### src/rtl/source_token_scanner_core_defines.svh
// Assertion macros shared by the source token scanner RTL.
`ifndef SOURCE_TOKEN_SCANNER_CORE_DEFINES_SVH
`define SOURCE_TOKEN_SCANNER_CORE_DEFINES_SVH
`ifndef SYNTHESIS
// Checked property, disabled while reset is asserted.
`define STS_ASSERT(lbl, prop, msg) \
  lbl: assert property (@(posedge clk_i) disable iff (!rst_ni) prop) else $error(msg);
// Checked property that also holds during reset.
`define STS_ASSERT_ALWAYS(lbl, prop, msg) \
  lbl: assert property (@(posedge clk_i) prop) else $error(msg);
`else
`define STS_ASSERT(lbl, prop, msg)
`define STS_ASSERT_ALWAYS(lbl, prop, msg)
`endif
`endif

### src/rtl/sts_pkg.sv
// Types, constants and character helpers of the source token scanner.
package sts_pkg;

  localparam int MAX_TEXT = 32;
  localparam int LINE_W   = 16;
  localparam int LEN_W    = $clog2(MAX_TEXT + 1);
  localparam int IDX_W    = $clog2(MAX_TEXT);
  localparam int INT_W    = 31;
  localparam int KW_NUM   = 8;

  typedef enum logic [5:0] {
    TK_ERROR = 6'd0, TK_IDENT = 6'd1, TK_STRING = 6'd2, TK_INTEGER = 6'd3,
    TK_DO = 6'd4, TK_BEGIN = 6'd5, TK_END = 6'd6, TK_IF = 6'd7, TK_THEN = 6'd8,
    TK_ELSE = 6'd9, TK_DEF = 6'd10, TK_LET = 6'd11,
    TK_BOF = 6'd12, TK_EOL = 6'd13, TK_EOF = 6'd14,
    TK_LPAR = 6'd15, TK_RPAR = 6'd16, TK_COLON = 6'd17, TK_COMMA = 6'd18,
    TK_PIPE = 6'd19, TK_ASSIGN = 6'd20, TK_LQUOTE = 6'd21, TK_RQUOTE = 6'd22,
    TK_PLUS = 6'd23, TK_MINUS = 6'd24, TK_STAR = 6'd25, TK_SLASH = 6'd26,
    TK_EQUAL = 6'd27, TK_NOTEQ = 6'd28, TK_LESS = 6'd29, TK_GREATER = 6'd30,
    TK_LESSEQ = 6'd31, TK_GREATEREQ = 6'd32, TK_DOT = 6'd33, TK_SHARP = 6'd34,
    TK_SQL = 6'd35, TK_SQR = 6'd36, TK_AMP = 6'd37
  } token_kind_e;

  typedef enum logic [2:0] {
    ERR_UNEXPECTED = 3'd0, ERR_NL_IN_STR = 3'd1, ERR_END_IN_STR = 3'd2,
    ERR_BAD_ESCAPE = 3'd3, ERR_TOO_LONG = 3'd4
  } err_code_e;

  typedef enum logic [1:0] {
    VAL_ZERO, VAL_ACC, VAL_LEN
  } val_sel_e;

  // Commands from the controller to the datapath.
  typedef struct packed {
    logic        capture;
    logic        line_inc;
    logic        emit;
    token_kind_e emit_kind;
    err_code_e   emit_err;
    logic        emit_cur_line;
    val_sel_e    emit_val;
    logic        emit_run;
    logic        append;
    logic        append_esc;
    logic        text_init;
    logic        text_clear;
    logic        acc_load;
    logic        acc_step;
    logic        start_load;
    logic        flush_start;
    logic        flush_step;
  } sts_cmd_t;

  // Status from the datapath to the controller.
  typedef struct packed {
    logic       src_kind;
    logic [7:0] src_byte;
    logic       out_free;
    logic       text_full;
    logic       text_empty;
    logic       run_last;
    logic       kw_hit;
    logic [2:0] kw_idx;
  } sts_status_t;

  localparam logic [39:0] KW_TEXT [KW_NUM] =
    '{"do", "begin", "end", "if", "then", "else", "def", "let"};
  localparam logic [2:0] KW_LEN [KW_NUM] =
    '{3'd2, 3'd5, 3'd3, 3'd2, 3'd4, 3'd4, 3'd3, 3'd3};

  // Character of keyword k at position pos, zero past its end.
  function automatic logic [7:0] kw_char(input logic [2:0] k, input logic [LEN_W-1:0] pos);
    int n;
    int p;
    n = int'(KW_LEN[k]);
    p = int'(pos);
    if (p >= n) return 8'h00;
    return KW_TEXT[k][(n - 1 - p) * 8 +: 8];
  endfunction

  function automatic logic is_digit(input logic [7:0] b);
    return (b >= "0") && (b <= "9");
  endfunction

  function automatic logic is_alpha(input logic [7:0] b);
    return ((b >= "a") && (b <= "z")) || ((b >= "A") && (b <= "Z"));
  endfunction

  function automatic logic is_ident(input logic [7:0] b);
    return is_alpha(b) || is_digit(b) || (b == "_") || (b == "!") || (b == "?");
  endfunction

  // Single-character punctuators; TK_ERROR means none.
  function automatic token_kind_e single_punct(input logic [7:0] b);
    unique case (b)
      ".": return TK_DOT;
      "(": return TK_LPAR;
      ")": return TK_RPAR;
      ":": return TK_COLON;
      ",": return TK_COMMA;
      "|": return TK_PIPE;
      "+": return TK_PLUS;
      "-": return TK_MINUS;
      "*": return TK_STAR;
      "/": return TK_SLASH;
      "#": return TK_SHARP;
      "[": return TK_SQL;
      "]": return TK_SQR;
      "&": return TK_AMP;
      default: return TK_ERROR;
    endcase
  endfunction

  // Escape decode; bit 8 set marks an invalid escape.
  function automatic logic [8:0] unescape(input logic [7:0] b);
    unique case (b)
      "\\": return 9'h05C;
      "\"": return 9'h022;
      "t": return 9'h009;
      "a": return 9'h007;
      "b": return 9'h008;
      "n": return 9'h00A;
      "r": return 9'h00D;
      "v": return 9'h00B;
      "f": return 9'h00C;
      default: return 9'h100;
    endcase
  endfunction

endpackage

### src/rtl/sts_datapath.sv
// Datapath of the source token scanner: item capture, counters, text store, result register.
module sts_datapath (
  input  logic                clk_i,
  input  logic                rst_ni,
  input  sts_pkg::sts_cmd_t   cmd_i,
  output sts_pkg::sts_status_t status_o,
  input  logic                in_kind_i,
  input  logic [7:0]          in_byte_i,
  output logic                out_valid_o,
  input  logic                out_ready_i,
  output logic [5:0]          out_kind_o,
  output logic [15:0]         out_line_o,
  output logic [30:0]         out_int_o,
  output logic [7:0]          out_text_o,
  output logic [2:0]          out_err_o,
  output logic                out_last_o
);
  import sts_pkg::*;

  logic             kind_q;
  logic [7:0]       byte_q;
  logic [LINE_W-1:0] line_q, start_q;
  logic [INT_W-1:0] acc_q;
  logic [LEN_W-1:0] len_q;
  logic [IDX_W-1:0] idx_q;
  logic [7:0]       store_q [MAX_TEXT];
  logic [KW_NUM-1:0] kw_ok_q;

  logic             out_valid_q, out_last_q;
  logic [5:0]       out_kind_q;
  logic [LINE_W-1:0] out_line_q;
  logic [INT_W-1:0] out_int_q;
  logic [7:0]       out_text_q;
  logic [2:0]       out_err_q;

  logic [7:0]       app_byte;
  logic [8:0]       esc;
  logic [34:0]      acc_ext, acc_next;
  logic             run_last;
  logic             kw_hit;
  logic [2:0]       kw_idx;
  logic             out_free;

  assign esc      = unescape(byte_q);
  assign app_byte = cmd_i.append_esc ? esc[7:0] : byte_q;
  assign acc_ext  = {4'b0, acc_q};
  assign acc_next = (acc_ext << 3) + (acc_ext << 1) + {31'b0, byte_q[3:0]};
  assign run_last = ({1'b0, idx_q} + LEN_W'(1)) == len_q;
  assign out_free = !out_valid_q || out_ready_i;

  // Keyword lookup over the incrementally tracked match bits.
  always_comb begin
    kw_hit = 1'b0;
    kw_idx = '0;
    for (int k = KW_NUM - 1; k >= 0; k--) begin
      if (kw_ok_q[k] && (len_q == LEN_W'(KW_LEN[k]))) begin
        kw_hit = 1'b1;
        kw_idx = 3'(k);
      end
    end
  end

  // Item capture.
  always_ff @(posedge clk_i) begin
    if (cmd_i.capture) begin
      kind_q <= in_kind_i;
      byte_q <= in_byte_i;
    end
  end

  // Line counters.
  always_ff @(posedge clk_i or negedge rst_ni) begin
    if (!rst_ni) begin
      line_q  <= LINE_W'(1);
      start_q <= LINE_W'(1);
    end else begin
      if (cmd_i.line_inc && (byte_q == 8'h0A) && (line_q != '1)) line_q <= line_q + LINE_W'(1);
      if (cmd_i.start_load) start_q <= line_q;
    end
  end

  // Number accumulator with saturation.
  always_ff @(posedge clk_i or negedge rst_ni) begin
    if (!rst_ni) begin
      acc_q <= '0;
    end else if (cmd_i.acc_load) begin
      acc_q <= {27'b0, byte_q[3:0]};
    end else if (cmd_i.acc_step) begin
      acc_q <= (acc_next > {4'b0, {INT_W{1'b1}}}) ? '1 : acc_next[INT_W-1:0];
    end
  end

  // Text length, flush index and keyword match bits.
  always_ff @(posedge clk_i or negedge rst_ni) begin
    if (!rst_ni) begin
      len_q   <= '0;
      idx_q   <= '0;
      kw_ok_q <= '0;
    end else begin
      if (cmd_i.text_clear) len_q <= '0;
      if (cmd_i.text_init) begin
        len_q <= LEN_W'(1);
        for (int k = 0; k < KW_NUM; k++) kw_ok_q[k] <= kw_char(3'(k), '0) == byte_q;
      end
      if (cmd_i.append) begin
        len_q <= len_q + LEN_W'(1);
        for (int k = 0; k < KW_NUM; k++) begin
          kw_ok_q[k] <= kw_ok_q[k] && (kw_char(3'(k), len_q) == app_byte);
        end
      end
      if (cmd_i.flush_start) idx_q <= '0;
      if (cmd_i.flush_step) idx_q <= idx_q + IDX_W'(1);
    end
  end

  // Text store.
  always_ff @(posedge clk_i) begin
    if (cmd_i.text_init) store_q[0] <= byte_q;
    if (cmd_i.append) store_q[len_q[IDX_W-1:0]] <= app_byte;
  end

  // Result register.
  always_ff @(posedge clk_i or negedge rst_ni) begin
    if (!rst_ni) begin
      out_valid_q <= 1'b0;
    end else if (cmd_i.emit) begin
      out_valid_q <= 1'b1;
    end else if (out_ready_i) begin
      out_valid_q <= 1'b0;
    end
  end

  always_ff @(posedge clk_i) begin
    if (cmd_i.emit) begin
      out_kind_q <= cmd_i.emit_kind;
      out_line_q <= cmd_i.emit_cur_line ? line_q : start_q;
      out_err_q  <= cmd_i.emit_err;
      unique case (cmd_i.emit_val)
        VAL_ACC: out_int_q <= acc_q;
        VAL_LEN: out_int_q <= INT_W'(len_q);
        default: out_int_q <= '0;
      endcase
      out_text_q <= cmd_i.emit_run ? store_q[idx_q] : 8'h00;
      out_last_q <= cmd_i.emit_run ? run_last : 1'b1;
    end
  end

  assign status_o = '{src_kind: kind_q, src_byte: byte_q, out_free: out_free,
                      text_full: len_q >= LEN_W'(MAX_TEXT), text_empty: len_q == '0,
                      run_last: run_last, kw_hit: kw_hit, kw_idx: kw_idx};

  assign out_valid_o = out_valid_q;
  assign out_kind_o  = out_kind_q;
  assign out_line_o  = out_line_q;
  assign out_int_o   = out_int_q;
  assign out_text_o  = out_text_q;
  assign out_err_o   = out_err_q;
  assign out_last_o  = out_last_q;

endmodule

### src/rtl/sts_ctrl.sv
// Controller of the source token scanner: scan mode and token sequencing.
module sts_ctrl (
  input  logic                 clk_i,
  input  logic                 rst_ni,
  input  logic                 in_valid_i,
  output logic                 in_ready_o,
  input  sts_pkg::sts_status_t status_i,
  output sts_pkg::sts_cmd_t    cmd_o
);
  import sts_pkg::*;

  typedef enum logic [5:0] {
    ST_WAIT   = 6'b000001,
    ST_BOF    = 6'b000010,
    ST_FIRST  = 6'b000100,
    ST_FLUSH  = 6'b001000,
    ST_SECOND = 6'b010000,
    ST_EOF    = 6'b100000
  } state_e;

  typedef enum logic [3:0] {
    M_START, M_IDLE, M_IDENT, M_INT, M_STR, M_ESC, M_EQ, M_BANG, M_LT, M_GT,
    M_DONE, M_ERR
  } scan_mode_e;

  state_e     state_q, state_d;
  state_e     follow_q, follow_d;
  scan_mode_e mode_q, mode_d;
  sts_cmd_t   cmd;
  logic [7:0] b;
  logic [8:0] esc;
  token_kind_e punct;

  assign b     = status_i.src_byte;
  assign esc   = unescape(b);
  assign punct = single_punct(b);
  assign in_ready_o = state_q == ST_WAIT;

  always_comb begin
    cmd      = '0;
    state_d  = state_q;
    follow_d = follow_q;
    mode_d   = mode_q;
    unique case (state_q)
      // Take an item; silent once finished or failed.
      ST_WAIT: begin
        if (in_valid_i) begin
          cmd.capture = 1'b1;
          if (mode_q == M_START) state_d = ST_BOF;
          else if (mode_q != M_DONE && mode_q != M_ERR) state_d = ST_FIRST;
        end
      end
      // Begin token ahead of the first item.
      ST_BOF: begin
        if (status_i.out_free) begin
          cmd.emit = 1'b1;
          cmd.emit_kind = TK_BOF;
          cmd.emit_cur_line = 1'b1;
          mode_d = M_IDLE;
          state_d = ST_FIRST;
        end
      end
      // Continue or finish the token in progress.
      ST_FIRST: begin
        if (status_i.out_free) begin
          cmd.line_inc = !status_i.src_kind;
          state_d = status_i.src_kind ? ST_EOF : ST_SECOND;
          unique case (mode_q)
            M_IDENT: begin
              if (!status_i.src_kind && is_ident(b)) begin
                state_d = ST_WAIT;
                if (status_i.text_full) begin
                  cmd.emit = 1'b1;
                  cmd.emit_kind = TK_ERROR;
                  cmd.emit_err = ERR_TOO_LONG;
                  mode_d = M_ERR;
                end else begin
                  cmd.append = 1'b1;
                end
              end else if (status_i.kw_hit) begin
                cmd.emit = 1'b1;
                cmd.emit_kind = token_kind_e'(6'(TK_DO) + {3'b0, status_i.kw_idx});
              end else begin
                cmd.flush_start = 1'b1;
                follow_d = state_d;
                state_d = ST_FLUSH;
              end
            end
            M_INT: begin
              if (!status_i.src_kind && is_digit(b)) begin
                cmd.acc_step = 1'b1;
                state_d = ST_WAIT;
              end else begin
                cmd.emit = 1'b1;
                cmd.emit_kind = TK_INTEGER;
                cmd.emit_val = VAL_ACC;
              end
            end
            M_EQ, M_LT, M_GT: begin
              cmd.emit = 1'b1;
              cmd.emit_kind = (mode_q == M_EQ) ? TK_ASSIGN :
                              (mode_q == M_LT) ? TK_LESS : TK_GREATER;
              if (!status_i.src_kind) begin
                if (b == "=") begin
                  cmd.emit_kind = (mode_q == M_EQ) ? TK_EQUAL :
                                  (mode_q == M_LT) ? TK_LESSEQ : TK_GREATEREQ;
                  mode_d = M_IDLE;
                  state_d = ST_WAIT;
                end else if (mode_q == M_LT && b == "<") begin
                  cmd.emit_kind = TK_LQUOTE;
                  mode_d = M_IDLE;
                  state_d = ST_WAIT;
                end else if (mode_q == M_GT && b == ">") begin
                  cmd.emit_kind = TK_RQUOTE;
                  mode_d = M_IDLE;
                  state_d = ST_WAIT;
                end
              end
            end
            M_BANG: begin
              cmd.emit = 1'b1;
              state_d = ST_WAIT;
              if (!status_i.src_kind && b == "=") begin
                cmd.emit_kind = TK_NOTEQ;
                mode_d = M_IDLE;
              end else begin
                cmd.emit_kind = TK_ERROR;
                cmd.emit_err = ERR_UNEXPECTED;
                mode_d = M_ERR;
              end
            end
            M_STR, M_ESC: begin
              state_d = ST_WAIT;
              if (status_i.src_kind) begin
                cmd.emit = 1'b1;
                cmd.emit_kind = TK_ERROR;
                cmd.emit_err = ERR_END_IN_STR;
                mode_d = M_ERR;
              end else if (b == 8'h0A) begin
                cmd.emit = 1'b1;
                cmd.emit_kind = TK_ERROR;
                cmd.emit_err = ERR_NL_IN_STR;
                mode_d = M_ERR;
              end else if (mode_q == M_ESC && esc[8]) begin
                cmd.emit = 1'b1;
                cmd.emit_kind = TK_ERROR;
                cmd.emit_err = ERR_BAD_ESCAPE;
                mode_d = M_ERR;
              end else if (mode_q == M_STR && b == "\"") begin
                mode_d = M_IDLE;
                if (status_i.text_empty) begin
                  cmd.emit = 1'b1;
                  cmd.emit_kind = TK_STRING;
                  cmd.emit_val = VAL_LEN;
                end else begin
                  cmd.flush_start = 1'b1;
                  follow_d = ST_WAIT;
                  state_d = ST_FLUSH;
                end
              end else if (mode_q == M_STR && b == "\\") begin
                mode_d = M_ESC;
              end else if (status_i.text_full) begin
                cmd.emit = 1'b1;
                cmd.emit_kind = TK_ERROR;
                cmd.emit_err = ERR_TOO_LONG;
                mode_d = M_ERR;
              end else begin
                cmd.append = 1'b1;
                cmd.append_esc = mode_q == M_ESC;
                mode_d = M_STR;
              end
            end
            default: ;
          endcase
        end
      end
      // Text run of an identifier or string, one byte per result.
      ST_FLUSH: begin
        if (status_i.out_free) begin
          cmd.emit = 1'b1;
          cmd.emit_run = 1'b1;
          cmd.emit_kind = (mode_q == M_IDENT) ? TK_IDENT : TK_STRING;
          cmd.emit_val = VAL_LEN;
          if (status_i.run_last) begin
            state_d = follow_q;
            if (mode_q == M_IDENT) mode_d = M_IDLE;
          end else begin
            cmd.flush_step = 1'b1;
          end
        end
      end
      // Start a new token with the current byte.
      ST_SECOND: begin
        if (status_i.out_free) begin
          cmd.start_load = 1'b1;
          mode_d = M_IDLE;
          state_d = ST_WAIT;
          cmd.emit_cur_line = 1'b1;
          if (b == " " || b == 8'h09) begin
            mode_d = M_IDLE;
          end else if (b == 8'h0A) begin
            cmd.emit = 1'b1;
            cmd.emit_kind = TK_EOL;
          end else if (punct != TK_ERROR) begin
            cmd.emit = 1'b1;
            cmd.emit_kind = punct;
          end else if (b == "=") begin
            mode_d = M_EQ;
          end else if (b == "!") begin
            mode_d = M_BANG;
          end else if (b == "<") begin
            mode_d = M_LT;
          end else if (b == ">") begin
            mode_d = M_GT;
          end else if (b == "\"") begin
            mode_d = M_STR;
            cmd.text_clear = 1'b1;
          end else if (is_digit(b)) begin
            mode_d = M_INT;
            cmd.acc_load = 1'b1;
          end else if (is_alpha(b) || b == "_") begin
            mode_d = M_IDENT;
            cmd.text_init = 1'b1;
          end else begin
            cmd.emit = 1'b1;
            cmd.emit_kind = TK_ERROR;
            cmd.emit_err = ERR_UNEXPECTED;
            mode_d = M_ERR;
          end
        end
      end
      // End token.
      ST_EOF: begin
        if (status_i.out_free) begin
          cmd.emit = 1'b1;
          cmd.emit_kind = TK_EOF;
          cmd.emit_cur_line = 1'b1;
          mode_d = M_DONE;
          state_d = ST_WAIT;
        end
      end
      default: state_d = ST_WAIT;
    endcase
  end

  always_ff @(posedge clk_i or negedge rst_ni) begin
    if (!rst_ni) begin
      state_q  <= ST_WAIT;
      follow_q <= ST_WAIT;
      mode_q   <= M_START;
    end else begin
      state_q  <= state_d;
      follow_q <= follow_d;
      mode_q   <= mode_d;
    end
  end

  assign cmd_o = cmd;

endmodule

### src/rtl/source_token_scanner_core.sv
// Top level of the source token scanner.
// The scanner takes one source byte or end-of-input request at a time and returns tokens as
// stream requests. A byte that continues or completes the current token goes through capture,
// then the token step. A byte that starts a token, separates tokens, or ends a token without
// belonging to it goes on to a further step of its own, in which the new token is opened. End
// of input goes on to the end-token step instead, and the very first item first passes the
// begin-token step. An identifier or string that comes out as text holds input while the
// controller walks the text store, one entry per cycle whenever the output register is free.
// The token steps wait while the output register holds a result that has not been taken, and
// no input is accepted meanwhile. After an error or the end token the scanner accepts and
// drops every request until reset.
module source_token_scanner_core (
  input  logic        clk_i,
  input  logic        rst_ni,
  input  logic        s_axis_tvalid,
  output logic        s_axis_tready,
  input  logic [7:0]  s_axis_tdata,   // [7:0] source_byte
  input  logic        s_axis_tuser,   // [0] kind
  output logic        m_axis_tvalid,
  input  logic        m_axis_tready,
  output logic [63:0] m_axis_tdata,   // [15:0] token_line, [46:16] int_value,
                                      // [54:47] text_byte, [57:55] error_code, rest zero
  output logic [5:0]  m_axis_tuser,   // [5:0] token_kind
  output logic        m_axis_tlast    // last
);
  import sts_pkg::*;
`include "source_token_scanner_core_defines.svh"

  sts_cmd_t    cmd;
  sts_status_t status;
  logic [15:0] line;
  logic [30:0] ival;
  logic [7:0]  text;
  logic [2:0]  err;

  sts_ctrl u_ctrl (
    .clk_i      (clk_i),
    .rst_ni     (rst_ni),
    .in_valid_i (s_axis_tvalid),
    .in_ready_o (s_axis_tready),
    .status_i   (status),
    .cmd_o      (cmd)
  );

  sts_datapath u_dp (
    .clk_i       (clk_i),
    .rst_ni      (rst_ni),
    .cmd_i       (cmd),
    .status_o    (status),
    .in_kind_i   (s_axis_tuser),
    .in_byte_i   (s_axis_tdata),
    .out_valid_o (m_axis_tvalid),
    .out_ready_i (m_axis_tready),
    .out_kind_o  (m_axis_tuser),
    .out_line_o  (line),
    .out_int_o   (ival),
    .out_text_o  (text),
    .out_err_o   (err),
    .out_last_o  (m_axis_tlast)
  );

  assign m_axis_tdata = {6'b0, err, text, ival, line};

  // An error token is the final result; nothing follows it.
  `STS_ASSERT(a_silent_after_error, (m_axis_tvalid && m_axis_tready && m_axis_tuser == TK_ERROR) |=> !m_axis_tvalid, "result after error token")
  // Only text runs have results that are not last.
  `STS_ASSERT(a_run_kind, (m_axis_tvalid && !m_axis_tlast) |-> (m_axis_tuser == TK_IDENT || m_axis_tuser == TK_STRING), "non-last result outside a text run")
  // A text run always carries its nonzero length.
  `STS_ASSERT(a_run_len, (m_axis_tvalid && !m_axis_tlast) |-> (ival != '0), "text run with zero length")
  // No result is emitted while the controller waits for input.
  `STS_ASSERT_ALWAYS(a_ready_vs_emit, s_axis_tready |-> !cmd.emit, "emission while waiting for input")

endmodule
### config.mk
export PLATFORM = sky130hd
export DESIGN_NAME = source_token_scanner_core
export DESIGN_NICKNAME = d
export VERILOG_FILES = /design/src/rtl/sts_pkg.sv /design/src/rtl/sts_datapath.sv /design/src/rtl/sts_ctrl.sv /design/src/rtl/source_token_scanner_core.sv
export VERILOG_INCLUDE_DIRS = /design/src /design/src/rtl
export SDC_FILE = /design/constraint.sdc
export NUM_CORES = 1
export LEC_CHECK = 0
export ABC_AREA = 1
export BUFFER_PORTS_ARGS = -buffer_cell sky130_fd_sc_hd__buf_2
export CAP_MARGIN = 25
export CORE_MARGIN = 2
export CORE_UTILIZATION = 55
export CTS_BUF_LIST = sky130_fd_sc_hd__clkbuf_8 sky130_fd_sc_hd__clkbuf_16
export DETAILED_ROUTE_END_ITERATION = 10
export GPL_TIMING_DRIVEN = 0
export PLACE_DENSITY = 0.72
export RECOVER_POWER = 50
export SETUP_SLACK_MARGIN = 0.05
export SYNTH_ARGS = -nofsm -noshare
export SYNTH_HDL_FRONTEND = slang
export SYNTH_HIERARCHICAL = 1
export SYNTH_SLANG_ARGS = --single-unit
### constraint.sdc
create_clock -name clk_i -period 5.55 [get_ports clk_i]
set_input_delay 1.665 -clock clk_i [delete_from_list [all_inputs] [get_ports clk_i]]
set_output_delay 1.665 -clock clk_i [all_outputs]
set_load 0.005 [all_outputs]
-- After elaboration in Yosys (flattened, before gate mapping)
Memories as Yosys holds them, arrays and structs flattened. A register that Yosys moved wholly into a read port is not among the register bits.
Index checks and enable logic that the tools add are counted.
- $add $sub $neg: 11
- $mul: 0
- divide/modulo/power cells: 0
- order comparisons: 12
- equal/unequal tests: 92
- shift-type cells: 8
- multiplexer cells: 235
- bitwise logic cells: 0
- reduce and logical (&&, ||, !) cells: 59
- operator list (kind ; count):
    indexed part select 40 x 32 -> 8 bit, first input constant ; 8
    2-to-1 mux 6 bit ; 37
    2-to-1 mux 8 bit ; 24
    == test 8 x 6 -> 1 bit, second input constant ; 18
    2-to-1 mux 10 bit ; 13
    2-to-1 mux 4 bit ; 31
    == test 8 x 7 -> 1 bit, second input constant ; 12
    2-to-1 mux 31 bit ; 3
    case mux 6 bit (14 select lines) ; 1
    case mux 9 bit (9 select lines) ; 1
    2-to-1 mux 7 bit ; 10
    case mux 7 bit (5 select lines) ; 2
    2-to-1 mux 3 bit ; 22
    == test 8 bit ; 8
    case mux 31 bit (2 select lines) ; 1
    case mux 6 bit (5 select lines) ; 2
    2-to-1 mux 1 bit ; 55
    == test 7 x 8 -> 1 bit, first input constant ; 6
    adder 34 x 32 -> 35 bit ; 1
    adder 35 x 4 -> 35 bit ; 1
    greater-than comparator 35 x 31 -> 1 bit, second input constant ; 1
    2-to-1 mux 2 bit ; 16
    logical AND 1 bit ; 30
    2-to-1 mux 11 bit ; 2
    59 further kinds ; 112
- register bits after elaboration: 165
- latch bits: 0
- RAM bits: 256
- memory bits (read-only): 0
- input port bits: 13
- output and inout bits: 73
- logic and storage cells: 435
- memories: 1
- memory list (name ; words ; width ; read ports ; clocked after Yosys merged registers in ; write ports ; line ; source):
    u_dp.store_q ; 32 ; 8 ; 1 ; 1 ; 1 ; sts_datapath.sv:26 ; logic [7:0] store_q [MAX_TEXT];

-- Depth between registers and ports, before layout
Gate-level depths: netlist (run 1).
- depth after elaboration: 19
- depth in mapped cells: 24
- mapped depth without buffers: 23

-- Hierarchy
The synthesis (run 1) kept the hierarchy.
- by module, submodules not included (module ; instances ; cells each ; area each (um^2) ; sequential area each (um^2)):
    sts_datapath ; 1 ; 2196 ; 20808.7 ; 11989.0
    sts_ctrl ; 1 ; 446 ; 2253.4 ; 327.8
    source_token_scanner_core ; 1 ; 7 ; 48.8 ; 0.0

-- Worst setup path before layout (run 1)
No wires, ideal clock.
- kind: input to register
- start point: in m_axis_tready
- end point: reg u_dp.kw_ok_q[4]
- library setup time: 0.118 ns
- data arrival time: 4.454 ns
- required time: 5.432 ns
- slack: 0.978 ns
- stages on the path: 18
- path through: inv_1 > nand2_1 > buf_4 > inv_1 > nor2_2 > nand2_1 > nor2_1 > buf_2 > o21ai_0 > o21ai_0 > nand2_1 > inv_1 > nand3_1 > nor2_1 > nand3_1 > nand2_1 > nand2_1 > nand2_1
- RTL lines (element ; line ; source):
    start, declared ; source_token_scanner_core.sv:20 ; input logic m_axis_tready,
    end signal, assigned by index ; sts_datapath.sv:108 ; kw_ok_q[k] <= kw_ok_q[k] && (kw_char(3'(k), len_q) == app_byte);
    end, declared ; sts_datapath.sv:27 ; logic [KW_NUM-1:0] kw_ok_q;

==> results.py, run 1 <==
metrics = {
    "outcome": {
        "status": "complete, but fails checks",
        "failed_checks": "max-capacitance violations, max-slew violations",
    },
    "critical_path": {
        "timing.critical_path.arrival_ns": 5.34,
        "timing.critical_path.to_type": "register",
        "worstSetupPathType": "primary input to register",
        "cp.required_ns": 5.75,
        "cp_max_fo": 10,
        "worst-r2r-cell-count": 14,
        "startpoint_type": "primary input",
    },
    "pwr": {
        "power_density_of_the_placed_cells_nw_per_um2": 362,
        "power.total_mw": 9.25,
        "ir_drop_uv": 234,
        "cellLeakagePower_nw": 11.2,
    },
    "route": {
        "routed-via-count": 19700,
        "detail_route.drc_violations": 0,
        "ant_nets": 0,
        "post_drt_wl_per_cell_um": 20.5,
        "drt-vias-per-instance": 5.86,
        "wirelength_mm": 68.8,
        "detail_route.first_pass.iterations": 8,
        "drt_first_iter_violations": 1857,
    },
    "sta": {
        "worst_slew_pin_slew_ns": 2.67,
        "final.min_clock_period_ns": 5.14,
        "finalSetupViolations": 0,
        "rsz_0062_raised_after_global_routing": "no",
        "post-route-period-util": 0.927,
        "clock-skew-final_ns": 0.0244,
        "final.setup.worst_slack_ns": 0.405,
        "finalHoldWorstSlack_ns": 0.471,
        "finalHoldViolations": 0,
        "max-slew-margin-rel": -0.779,
        "max_freq_ghz": 0.194,
        "final_max_slew_viol_count": 215,
    },
    "global_routing": {
        "grt_pass1_vias": 19100,
        "grt_usage": 0.315,
        "largest_net_degree_at_the_start_of_global_routing": 67,
        "overflow": 0,
        "grt_pass1_wl_mm": 106,
        "grt_antenna_before_repair": 2,
    },
    "logic_synthesis": {
        "async_flop_share": 0.225,
        "yosys-top-cells-area": "sky130_fd_sc_hd__edfxtp_1, sky130_fd_sc_hd__nand2_1, sky130_fd_sc_hd__dfrtp_1, sky130_fd_sc_hd__nor2_1, sky130_fd_sc_hd__o21ai_0",
        "post_synthesis_average_cell_area_sq_um": 8.72,
        "synth_area_sq_um": 23100,
        "synth_unique_cells": 63,
        "synth_area_leader_cell": "sky130_fd_sc_hd__edfxtp_1",
        "yosys_warnings": 6,
        "synth_sequential_area_ratio": 0.533,
        "synth_seq_cells": 426,
        "synth-edff-count": 330,
        "ys_top_cells_by_count": "sky130_fd_sc_hd__nand2_1, sky130_fd_sc_hd__nor2_1, sky130_fd_sc_hd__edfxtp_1",
        "synthCells": 2649,
        "netlist.area_leader.share": 0.429,
        "synth_top_flop_cell": "sky130_fd_sc_hd__edfxtp_1",
        "synth_most_common_cell": "sky130_fd_sc_hd__nand2_1",
    },
    "die": {
        "start_util": 0.555,
        "die-height_um": 209,
        "die_footprint_sq_um": 43700,
        "io_pins": 86,
        "fp.coreArea_sq_um": 41700,
        "num_rows": 75,
        "die_w_um": 209,
    },
    "min_path": {
        "min-delay-path-class": "register to register",
        "hold_path_depth": 2,
    },
    "cts": {
        "ctsResizeCount": 0,
        "clkTransAtPathRegs_ns": 0.06,
        "clockRootBuffer": "sky130_fd_sc_hd__clkbuf_16",
        "cts_tree": "yes",
        "cts-buffers-inserted": 44,
        "hold_buffers": 0,
        "cts_max_level": 2,
        "postCtsSetupRepairBufs": 0,
        "cts_sinks": 426,
        "max-clock-path-buffers": 3,
        "clock_insertion_delay_worst_skew_ns": 0.60,
    },
    "final_layout": {
        "filler_cell_count": 3580,
        "final_core_utilization": 0.614,
        "final_layout_size_suffix_gt1_frac": 0.0762,
        "num-nets-final": 2876,
        "non_filler_cells_in_the_finished_layout": 3360,
        "syn_to_final_growth_pct": 10.6,
    },
    "place": {
        "port_buffers": 79,
        "detailed_placement_wirelength_estimate_mm": 49.4,
        "dpl.cell_count": 3276,
        "post-place-ws_ns": 0.112,
        "replace_congestion": 1.00,
    },
    "job": {
        "max_cap_viol_count": 6,
    },
}
==> final cells by class <==
type	count	area, sq um	share of cell area
Tap cell	539	674	0.0264
Antenna cell	1	2.50	0.0000979
Sequential cell	426	12300	0.482
Clock inverter	31	208	0.00812
Inverter	262	983	0.0385
Clock buffer	50	1190	0.0467
Multi-Input combinational cell	1873	9380	0.367
Timing Repair Buffer	85	397	0.0155
Buffer	93	412	0.0161
==> state kept, by name, summed over array words and instances (netlist names) <==
name,count
u_ctrl/state_q,6
u_dp/out_kind_o,6
u_dp/out_int_o,31
u_dp/kind_q,1
u_dp/kw_ok_q,8
u_dp/acc_q,31
u_dp/out_last_o,1
u_dp/byte_q,8
u_dp/out_err_o,3
u_dp/start_q,16
u_ctrl/follow_q,3
u_ctrl/mode_q,4
u_dp/line_q,16
u_dp/store_q,256
u_dp/idx_q,5
u_dp/len_q,6
u_dp/out_line_o,16
u_dp/out_text_o,8
u_dp/out_valid_o,1
==> cells by family (layout without fill, tap and decap cells) <==
group / after synthesis / after routing / synth area share
and+or+nand+nor: 1266 / 1266 / 0.231
buffers and inverters: 355 / 521 / 0.0607
adders and majority gates: 78 / 78 / 0.0429
xor gates and xnor gates: 45 / 45 / 0.0171
DFF: 426 / 426 / 0.533
AOI/OAI and AO/OA: 478 / 478 / 0.116
other: 1 / 7 / 0.000162
==> placed cells by master, fill, tap and decap left out, drive strengths merged, types with 2 or more instances in the layout <==
cell and instances:
nand3b 9, or2 5, clkbuf 164, inv 275
o211ai 4, nand3 102, conb 6, a21oi 82
o21ai 273, dfstp 4, ha 76, o21bai 5
xor2 33, edfxtp 330, xnor2 12, dfrtp 92
a211oi 2, nand2 666, o31ai 6, clkinv 15
clkinvlp 2, nor3b 4, nor2 420, a21boi 2
a31oi 8, nor4 5, and2 2, o22ai 87
nand4 28, a41oi 2, fa 2, nor3 23
buf 64, o21a 2
==> power by group <==
| group | total, mW | switching, mW | internal [mW] |
|---|---|---|---|
| Combinational | 2.57 | 1.88 | 0.683 |
| Clock | 2.86 | 1.26 | 1.60 |
| Sequential | 3.82 | 0.0897 | 3.73 |
==> critical path, cell delays in order <==
cell and delay (ns):
sky130_fd_sc_hd__buf_2 0.07, sky130_fd_sc_hd__inv_1 0.03, sky130_fd_sc_hd__nand2_1 0.10, sky130_fd_sc_hd__clkbuf_1 0.22, sky130_fd_sc_hd__inv_1 0.18, sky130_fd_sc_hd__nor2_1 0.30, sky130_fd_sc_hd__inv_1 0.22, sky130_fd_sc_hd__a21oi_1 0.57
sky130_fd_sc_hd__clkbuf_1 0.54, sky130_fd_sc_hd__nand2_1 0.48, sky130_fd_sc_hd__nor2_1 0.95
==> worst paths after layout <==
check	start	endpoint	slack (ns)
max	m_axis_tready	u_dp/store_q[6][7]	0.41
min	u_dp/kw_ok_q[1]	u_dp/kw_ok_q[1]	0.47
max reg2reg	u_dp/byte_q[1]	u_dp/store_q[6][7]	0.54
min reg2reg	u_dp/kw_ok_q[1]	u_dp/kw_ok_q[1]	0.47
max in group asynchronous	rst_ni	u_dp/acc_q[0]	1.24
min in group asynchronous	rst_ni	u_dp/start_q[2]	1.90
==> routing by layer <==
metal / vias up / part of all wire / global-route usage
li1: 9171 / - / -
met1: 9365 / 0.39 / 0.401
met5: - / 0 / 0
met2: 974 / 0.47 / 0.527
met4: 0 / 0.049 / 0.149
met3: 190 / 0.086 / 0.0553
==> through the flow <==
| step | setup TNS, ns | instance area, sq um |
|---|---|---|
| 6_report | 0 | 25600 |
| 5_1_grt | 0 | 25600 |
| 4_1_cts | 0 | 25700 |
| 3_5_place_dp | 0 | 24300 |
| 3_3_place_gp | -65.80 | 24200 |
| 2_1_floorplan | 0 | 23100 |
(Power assumes the default switching activity.)
==> run 2: changes to the inputs <==
MAX_ROUTING_LAYER = met4   (was default)
==> run 2 against run 1 <==
The run still ends with max-capacitance violations, max-slew violations left. Setup slack better by 0.050 ns. Highest routed layer unchanged. Largest cell class unchanged. Sequential power is essentially flat. Sequential share of layout area is 0.24 points lower. Clock power is 7% higher. First-iteration DRC count rose by 3.7%. Fmax up 0.98%. Critical endpoint is now u_dp/store_q[5][1]. Non-clock buffer count grew 1. Flip-flop and latch count unchanged. Global-route usage is 0.55 points higher. Clock-buffer cell count is 2 lower. Core utilization increased by 0.31 points. Critical path depth is the same.
==> results.py, run 2 (synthesis results as in run 1) <==
metrics = {
    "cts": {
        "postCtsSetupRepairBufs": 0,
        "cts_tree": "yes",
        "hold_buffers": 0,
        "cts-buffers-inserted": 45,
        "clock_insertion_delay_worst_skew_ns": 0.60,
        "ctsResizeCount": 0,
        "max-clock-path-buffers": 3,
        "cts_sinks": 426,
        "clockRootBuffer": "sky130_fd_sc_hd__clkbuf_16",
        "cts_max_level": 2,
        "clkTransAtPathRegs_ns": 0.06,
    },
    "global_routing": {
        "grt_usage": 0.321,
        "grt_pass1_wl_mm": 105,
        "largest_net_degree_at_the_start_of_global_routing": 53,
        "grt_antenna_before_repair": 0,
        "grt_pass1_vias": 19000,
        "overflow": 0,
    },
    "die": {
        "num_rows": 75,
        "die-height_um": 209,
        "fp.coreArea_sq_um": 41700,
        "die_w_um": 209,
        "die_footprint_sq_um": 43700,
        "start_util": 0.555,
        "io_pins": 86,
    },
    "place": {
        "detailed_placement_wirelength_estimate_mm": 49.6,
        "port_buffers": 79,
        "post-place-ws_ns": 0.185,
        "replace_congestion": 1.01,
    },
    "route": {
        "post_drt_wl_per_cell_um": 20.3,
        "drt-vias-per-instance": 5.79,
        "routed-via-count": 19500,
        "detail_route.first_pass.iterations": 6,
        "wirelength_mm": 68.0,
        "detail_route.drc_violations": 0,
        "drt_first_iter_violations": 1926,
        "ant_nets": 0,
    },
    "final_layout": {
        "syn_to_final_growth_pct": 11.2,
        "final_core_utilization": 0.617,
        "largest_register_ff_count": 256,
        "top_register": "u_dp/store_q",
        "num-nets-final": 2878,
        "layout_common_cells": "sky130_fd_sc_hd__nand2_1, sky130_fd_sc_hd__nor2_1, sky130_fd_sc_hd__edfxtp_1, sky130_fd_sc_hd__inv_1, sky130_fd_sc_hd__o21ai_0",
        "layout_commonest_cell": "sky130_fd_sc_hd__nand2_1",
        "final_layout_size_suffix_gt1_frac": 0.0773,
    },
    "critical_path": {
        "startpoint_type": "primary input",
        "timing.critical_path.to_type": "register",
        "timing.reg2reg.setup_slack_ns": 0.49,
        "worst-r2r-cell-count": 14,
        "critical_path.reg2reg.startpoint": "u_dp/byte_q[1]",
        "critPathLaunch": "m_axis_tready",
        "worstSetupEndpoint": "u_dp/store_q[5][1]",
        "timing.critical_path.arrival_ns": 5.29,
        "cp_max_fo": 10,
        "cp.required_ns": 5.75,
        "worstSetupPathType": "primary input to register",
        "endpoint_of_the_worst_slack_reg_to_reg_timing_path": "u_dp/store_q[5][1]",
    },
    "outcome": {
        "status": "complete, but fails checks",
        "failed_checks": "max-capacitance violations, max-slew violations",
    },
    "job": {
        "max_cap_viol_count": 4,
    },
    "sta": {
        "worst_slew_pin_slew_ns": 2.88,
        "clock-skew-final_ns": 0.0345,
        "max-slew-margin-rel": -0.917,
        "post-route-period-util": 0.918,
        "rsz_0062_raised_after_global_routing": "no",
        "final_max_slew_viol_count": 88,
        "finalSetupViolations": 0,
        "finalSetupTns_ns": 0,
        "finalHoldViolations": 0,
        "final.setup.worst_slack_ns": 0.455,
        "final.min_clock_period_ns": 5.09,
        "max_freq_ghz": 0.196,
    },
    "pwr": {
        "p_int_mw": 6.25,
        "power.combinational.fraction": 0.272,
        "power_frac_seq": 0.404,
        "fraction_of_power_consumed_by_the_clock_network": 0.323,
        "sw_frac_of_total": 0.338,
        "power_density_of_the_placed_cells_nw_per_um2": 367,
        "cellLeakagePower_nw": 11.2,
        "p_switching_mw": 3.19,
        "ir_drop_uv": 349,
        "power.total_mw": 9.44,
    },
    "min_path": {
        "min-delay-path-class": "register to register",
    },
}
-- run 2: cell types whose count changed in the layout (fill, tap and decap cells not counted), sizes merged --
cell and delta:
clkinv +3, bufinv +5, clkbuf -6, buf +5, inv -7
-- run 2: area by class of cell --
class / count / area (sq um)
Fill cell: 3618 / 16000
Sequential cell: 426 / 12300
Multi-Input combinational cell: 1873 / 9370
Clock buffer: 48 / 1180
Inverter: 262 / 983
Tap cell: 539 / 674
Timing Repair Buffer: 86 / 429
Buffer: 93 / 410
Clock inverter: 32 / 329
Antenna cell: 1 / 2.50
-- run 2: worst max-delay path, cell delays in order --
cell	delay (ns)
sky130_fd_sc_hd__buf_2	0.07
sky130_fd_sc_hd__inv_1	0.03
sky130_fd_sc_hd__nand2_1	0.10
sky130_fd_sc_hd__clkbuf_1	0.23
sky130_fd_sc_hd__inv_1	0.19
sky130_fd_sc_hd__nor2_1	0.26
sky130_fd_sc_hd__inv_1	0.22
sky130_fd_sc_hd__a21oi_1	0.56
sky130_fd_sc_hd__clkbuf_1	0.56
sky130_fd_sc_hd__nand2_1	0.51
sky130_fd_sc_hd__nor2_1	0.88
-- run 2: worst min-delay path by stage --
stage	depth (start not counted)	to	start
detailed placement	2	u_ctrl/follow_q[4]	u_ctrl/follow_q[4]
floorplan	2	u_dp/kw_ok_q[4]	u_dp/kw_ok_q[4]
global route	2	u_dp/kw_ok_q[4]	u_dp/kw_ok_q[4]
global placement	2	u_dp/kw_ok_q[4]	u_dp/kw_ok_q[4]
finish	2	u_ctrl/follow_q[4]	u_ctrl/follow_q[4]
CTS	2	u_ctrl/follow_q[4]	u_ctrl/follow_q[4]
-- run 2: metrics by stage --
stage | instances | cell area [sq um] | hold slack [ns]
floorplan | 2654 | 23100 | 0.442
global placement | 3272 | 24200 | 0.461
detailed placement | 3277 | 24400 | 0.469
CTS | 3357 | 25900 | 0.485
global route | 3359 | 25700 | 0.505
finish | 3360 | 25700 | 0.484
-- run 2: power by group through the flow --
stage	sequential, mW	clock (mW)	combinational (mW)
after floorplan	3.90	0	1.39
after global placement	3.90	0	2.43
after detailed placement	3.88	0	2.51
after CTS	3.82	3.10	2.53
after global routing	3.84	3.22	2.74
final	3.82	3.05	2.57
-- run 2: routing by layer --
metal  global-route usage  part of all wire  wire (um)
met1                0.397              0.40      27300
met4                0.148             0.047       3190
met5                    -                 0          0
met2                0.527              0.48      32500
met3               0.0431             0.075       5090
